[src/hw/rtl/vooc_pkg.sv]
// Shared types, constants and state encoding for the voxel occupancy counter.
package vooc_pkg;

    localparam int GRID_MAX   = 16;
    localparam int AXW        = $clog2(GRID_MAX);
    localparam int CELLS      = GRID_MAX * GRID_MAX * GRID_MAX;
    localparam int ADDRW      = 3 * AXW;
    localparam int QW         = 5;
    localparam int DW         = 33;
    localparam int OCCW       = 13;
    localparam int COLW       = 9;
    localparam int PCTW       = 15;
    localparam int CFGW       = 32;
    localparam int PCT_SCALE  = 25600;

    localparam logic [2:0] REG_GRID_CELLS = 3'd0;
    localparam logic [2:0] REG_MIN_X      = 3'd1;
    localparam logic [2:0] REG_MIN_Y      = 3'd2;
    localparam logic [2:0] REG_MIN_Z      = 3'd3;
    localparam logic [2:0] REG_MAX_X      = 3'd4;
    localparam logic [2:0] REG_MAX_Y      = 3'd5;
    localparam logic [2:0] REG_MAX_Z      = 3'd6;

    localparam logic OP_INSERT = 1'b0;
    localparam logic OP_QUERY  = 1'b1;

    typedef struct packed {
        logic               opcode;
        logic signed [31:0] coord_x;
        logic signed [31:0] coord_y;
        logic signed [31:0] coord_z;
    } in_word_t;

    typedef struct packed {
        logic [OCCW-1:0] occupied_cells;
        logic [COLW-1:0] columns_along_z;
        logic [COLW-1:0] columns_along_y;
        logic [COLW-1:0] columns_along_x;
        logic [PCTW-1:0] pct_xy;
        logic [PCTW-1:0] pct_xz;
        logic [PCTW-1:0] pct_yz;
        logic [PCTW-1:0] pct_largest;
        logic [PCTW-1:0] pct_smallest;
        logic            grid_empty;
    } out_word_t;

    typedef enum logic [3:0] {
        ST_CLEAR,
        ST_IDLE,
        ST_AXIS,
        ST_DIV,
        ST_MARK,
        ST_SCAN,
        ST_SCAN_WAIT,
        ST_PCT,
        ST_PCT_DIV,
        ST_DONE
    } state_t;

endpackage

[src/hw/rtl/vooc_divider.sv]
// Shared restoring divider: one quotient bit per cycle.
module vooc_divider
    import vooc_pkg::*;
(
    input  logic          clk,
    input  logic          rst_n,
    input  logic          start,
    input  logic [DW+QW-1:0] dividend,
    input  logic [DW-1:0] divisor,
    output logic          busy,
    output logic [DW+QW-1:0] quotient
);
    localparam int NW = DW + QW;
    localparam int CW = $clog2(NW + 1);

    logic [NW-1:0] quo_reg, quo_next;
    logic [DW:0]   rem_reg, rem_next;
    logic [DW-1:0] den_reg, den_next;
    logic [CW-1:0] cnt_reg, cnt_next;
    logic          busy_reg, busy_next;
    logic [DW:0]   trial;

    always_comb
    begin
        quo_next  = quo_reg;
        rem_next  = rem_reg;
        den_next  = den_reg;
        cnt_next  = cnt_reg;
        busy_next = busy_reg;
        trial     = '0;
        if (start)
        begin
            quo_next  = dividend;
            rem_next  = '0;
            den_next  = divisor;
            cnt_next  = CW'(NW);
            busy_next = 1'b1;
        end
        else if (busy_reg)
        begin
            trial = {rem_reg[DW-1:0], quo_reg[NW-1]};
            if (trial >= {1'b0, den_reg})
            begin
                rem_next = trial - {1'b0, den_reg};
                quo_next = {quo_reg[NW-2:0], 1'b1};
            end
            else
            begin
                rem_next = trial;
                quo_next = {quo_reg[NW-2:0], 1'b0};
            end
            cnt_next = cnt_reg - 1'b1;
            if (cnt_reg == CW'(1))
                busy_next = 1'b0;
        end
    end

    always_ff @(posedge clk or negedge rst_n)
    begin
        if (!rst_n)
        begin
            busy_reg <= 1'b0;
            cnt_reg  <= '0;
        end
        else
        begin
            busy_reg <= busy_next;
            cnt_reg  <= cnt_next;
        end
    end

    always_ff @(posedge clk)
    begin
        quo_reg <= quo_next;
        rem_reg <= rem_next;
        den_reg <= den_next;
    end

    assign busy     = busy_reg;
    assign quotient = quo_reg;
endmodule

[config.mk]
export PLATFORM = sky130hd
export DESIGN_NAME = vooc_divider
export DESIGN_NICKNAME = d
export VERILOG_FILES = /design/src/hw/rtl/vooc_pkg.sv /design/src/hw/rtl/vooc_divider.sv
export SDC_FILE = /design/constraint.sdc
export NUM_CORES = 1
export LEC_CHECK = 0
export BUFFER_PORTS_ARGS = -buffer_cell sky130_fd_sc_hd__buf_2
export CAP_MARGIN = 20
export CORE_MARGIN = 3
export CORE_UTILIZATION = 57
export DETAILED_ROUTE_END_ITERATION = 10
export GPL_TIMING_DRIVEN = 0
export PLACE_DENSITY_LB_ADDON = 0.12
export SYNTH_ARGS = -nofsm -noshare
export SYNTH_HDL_FRONTEND = slang
export SYNTH_SLANG_ARGS = --single-unit
[constraint.sdc]
create_clock -name clk -period 5.1 [get_ports clk]
set_input_delay 1.02 -clock clk [delete_from_list [all_inputs] [get_ports clk]]
set_output_delay 1.02 -clock clk [all_outputs]
set_load 0.05 [all_outputs]
Word-level counts from Yosys, hierarchy flattened:

Cells that the tools add are included.
Widths: inputs -> output; s select.

* add/sub/neg operators: 2
* order comparisons: 1
* equal/unequal tests: 1
* mux-type cells: 9
* reduce and logical (&&, ||, !) cells: 1

Operators with widths (number)
* $mux 38: 2
* $ge 34x33->1: 1
* $mux 33: 1
* $sub 33x33->33: 1
* $mux 6: 2
* $eq 6x1->1 const B: 1
* $sub 6x1->6 const B: 1
* $mux 1: 4
* $reduce_bool 2->1: 1

* flip-flop bits (word level): 111
* bits of input ports: 74
* output and inout port bits: 39
* word-level logic and storage cells: 19

Longest topological paths before layout:

* depth after elaboration: 4
* depth in mapped cells: 15
* depth with buffers taken out: 13

Worst setup path after synthesis:

No wires, ideal clock.

* path kind: register -> register
* start: register quo_reg[37], in the netlist quotient[37]
* end: register quo_reg[0], in the netlist quotient[0] (data pin)
* setup time: 0.260 ns
* arrival time: 3.126 ns
* required time: 4.840 ns
* setup slack: 1.714 ns
* stages on the path, launching flop included: 15
* path buffers: 2
* period minus slack after synthesis: 3.386 ns
* cell sequence: edfxtp_1 -> inv_1 -> ha_1 -> inv_1 -> fa_1 -> a211oi_1 -> o21ai_0 -> o21ai_1 -> a211o_1 -> a21oi_4 -> o31ai_4 -> nand2_2 -> buf_6 -> buf_6 -> mux2_2

* longest elaborated chain between the ends: 4

RTL lines
* start, declared: RTL line vooc_divider.sv:16 `logic [NW-1:0] quo_reg, quo_next;`
* start signal, assigned: RTL line vooc_divider.sv:74 `quo_reg <= quo_next;`
* $ge 34x33->1: RTL line vooc_divider.sv:42 `if (trial >= {1'b0, den_reg})`
* $mux 1: RTL line vooc_divider.sv:42
* $mux 38: RTL line vooc_divider.sv:39 `else if (busy_reg)`
* $mux 38: RTL line vooc_divider.sv:31 `if (start)`
* via quo_next[0]: RTL line vooc_divider.sv:16

The timed path passes the listed nets, and every way through them passes these cells. The select of a mux whose other input is x is not followed.
A chain may end at the register's enable or synchronous reset.

Final worst setup path:

Same ends and word-level chain as after synthesis.

==> impl_metrics.py <==
metrics = {
    "floorplan": {
        "core_mm2": 0.0109,
        "fp-row-count": 38,
        "pin_count": 113,
        "initial_core_util_pct": 58.7,
        "dieArea_mm2": 0.0125,
        "die_w_um": 112,
        "die_h_um": 112,
    },
    "sta": {
        "worst_slew_pin_slew_ps": 868,
        "hold_viol_final": 0,
        "skew_ps": 17.1,
        "rsz0062_at_grt": "no",
        "finalSetupViolations": 0,
        "tns_ps": 0,
        "slew_headroom_pct": 41.9,
        "period_needed_ps": 3570,
        "max_clock_freq_mhz": 280,
        "slew_violations": 0,
        "finalCritPeriodShare_pct": 70.0,
    },
    "clocking": {
        "ctsRootBufferMaster": "clkbuf_8",
        "clk_pin_slew_ps": 100,
        "cts_buffers": 9,
        "clk_path_buf_depth": 2,
        "cts_sinks": 111,
        "cts_tree": "built",
        "insertion_delay_ps": 400,
        "post_cts_buffers": 0,
        "htree_levels": 3,
        "hold_buffers": 0,
        "ctsResizeCount": 0,
    },
    "cells_and_area": {
        "fillCellCount": 893,
        "final_cell_mix": "buf_2 (113), edfxtp_1 (71), nor2_1 (57)",
        "largest_reg_flops": 38,
        "mostFrequentLayoutCell": "buf_2",
        "final_nets": 841,
        "finalNonFillerCells": 876,
        "area_delta_synth_final_pct": 14.4,
        "layout-drive-gt1-share_pct": 25.0,
        "seq_area_mm2": 0.00297,
        "n_antenna_cell": 0,
        "multiInputGateArea_mm2": 0.00313,
        "postLayoutCoreUtil_pct": 67.2,
    },
    "setup_path": {
        "worst-path-max-fanout": 10,
        "startpoint_type": "register",
        "crit_arrival_ps": 3720,
        "endpoint_kind": "register",
        "critical_path_class": "register to register",
        "required_ps": 5250,
    },
    "pwr": {
        "powerDensity_mw_per_mm2": 266,
        "power_mw": 1.94,
        "p_leak_nw": 3.15,
        "ir_drop_mv": 0.306,
    },
    "route": {
        "drc": 0,
        "ant_nets": 0,
        "vias": 5026,
        "wl_um": 14200,
        "drtPass1Iterations": 5,
        "avgRoutedWirePerCell_um": 16.3,
        "drt_iter0_drc": 193,
        "vias_per_cell": 5.74,
    },
    "global_routing": {
        "antenna_found_initial": 0,
        "grt_max_degree": 39,
        "grt_pass1_vias": 4962,
        "grt_pass1_wl_um": 23700,
        "grt_overflow": 0,
        "grt_use_total_pct": 23.3,
    },
    "min_path": {
        "hold_class": "primary input to async pin",
    },
    "synth": {
        "syn_avg_cell_area_um2": 10.5,
        "synth_cell_type_count": 61,
        "syn_inst": 608,
        "synth_edf_count": 71,
        "synth_area_mm2": 0.00639,
        "synth.ff_latch_count": 111,
        "seq_area_frac_synth_pct": 46.4,
        "yosys_warnings": 0,
        "async_reset_ff_share_pct": 6.31,
        "synthFlopType": "edfxtp_1",
        "syn-num-nets": 718,
    },
    "run_status": {
        "outcome": "finished, final reports clean",
    },
    "flow_run": {
        "max-cap-violations": 0,
    },
    "place": {
        "gp_congestion": 0.918,
        "portBuffers": 112,
        "place_inst": 860,
        "dp_hpwl_um": 10800,
    },
}
## worst paths after layout
| check | end | from | cells after the start | slack, ps |
|---|---|---|---|---|
| min in group clk | rem_reg[32] | rem_reg[32] | 2 | 500 |
| worst min-delay path | cnt_reg[4] | rst_n | 1 | 440 |
| max in group asynchronous | cnt_reg[0] | rst_n | 1 | 4510 |
| worst max-delay path | quotient[0] | quotient[37] | 14 | 1530 |
| worst min register to register | rem_reg[32] | rem_reg[32] | 2 | 500 |
| worst max register to register | quotient[0] | quotient[37] | 14 | 1530 |
## per-stage QoR
| step | setup WS (ps) | area (µm²) | hold WS [ps] |
|---|---|---|---|
| after floorplan | 1710 | 6390 | 462 |
| after global placement | 1140 | 7130 | 471 |
| after detailed placement | 1510 | 7130 | 490 |
| after CTS | 1500 | 7310 | 421 |
| after global routing | 1310 | 7310 | 431 |
| final | 1530 | 7310 | 440 |
## synthesized netlist by cell type, types with 2 or more instances
master | count | area (µm²)
a2111oi_1 | 2 | 20.0
a211o_1 | 2 | 17.5
a211oi_1 | 27 | 203
a21boi_0 | 4 | 30.0
a21o_1 | 10 | 75.1
a21oi_1 | 39 | 195
a21oi_4 | 3 | 48.8
a311oi_1 | 6 | 52.6
a31o_2 | 3 | 26.3
a31oi_1 | 2 | 12.5
and2_1 | 3 | 18.8
and3_1 | 5 | 31.3
buf_6 | 2 | 22.5
clkbuf_1 | 16 | 60.1
dfrtp_1 | 7 | 175
dfxtp_1 | 33 | 661
edfxtp_1 | 71 | 2130
ha_1 | 35 | 438
inv_1 | 47 | 176
mux2_2 | 38 | 428
mux2i_1 | 22 | 220
nand2_1 | 36 | 135
nand2b_1 | 7 | 43.8
nand3_1 | 10 | 50.1
nand4_1 | 7 | 43.8
nor2_1 | 57 | 214
nor2b_1 | 2 | 12.5
nor3_1 | 5 | 25.0
nor3b_1 | 2 | 15.0
nor4_1 | 5 | 31.3
o211ai_1 | 4 | 30.0
o21a_1 | 7 | 52.6
o21ai_0 | 27 | 135
o21ai_1 | 2 | 10.0
o21bai_1 | 2 | 15.0
o221ai_1 | 2 | 17.5
o31ai_1 | 3 | 22.5
xnor2_1 | 21 | 184
xor2_1 | 10 | 87.6
## report_power, final
part	switching (mW)	leakage (nW)	internal, mW	total, mW
logic	0.255	1.98	0.137	0.392
clock network	0.303	0.0895	0.196	0.498
registers	0.0289	1.07	1.02	1.05
## critical path, cell delays in order, from the launching register on
cell	delay (ps)
edfxtp_1	400
inv_1	90
ha_1	180
inv_1	60
fa_1	420
a211oi_1	320
o21ai_0	170
o21ai_1	220
a211o_1	220
a21oi_4	100
o31ai_4	390
nand2_2	130
buf_6	190
buf_6	150
mux2_2	290
## routing by layer
metal  GRT usage (%)  vias to the layer above  part of all wire (%)
met4            6.65                        0                   1.4
met3            7.23                       18                   7.9
met5               0                        -                     0
met1            30.1                     2359                    44
li1                -                     2474                     -
met2            37.8                      175                    47
## cells by family (layout without fill, tap and decap cells)
logic type	after synthesis	after routing	share of synthesized area [%]
and+or+nand+nor	145	145	10.5
DFF	111	111	46.4
muxes	61	61	10.4
xor gates and xnor gates	31	31	4.25
adders and majority gates	36	36	7.16
AOI/OAI and AO/OA	154	154	16.6
buffers and inverters	70	198	4.70
## cell type report
type,instances,share of cell area [%]
clock inverters,5,0.548
inverters,47,2.41
multi-input cells,427,42.8
flip-flops and latches,111,40.6
well taps,140,2.40
clock buffers,11,1.93
plain buffers,23,1.69
repair buffers,112,7.67
(Power assumes the default switching activity.)
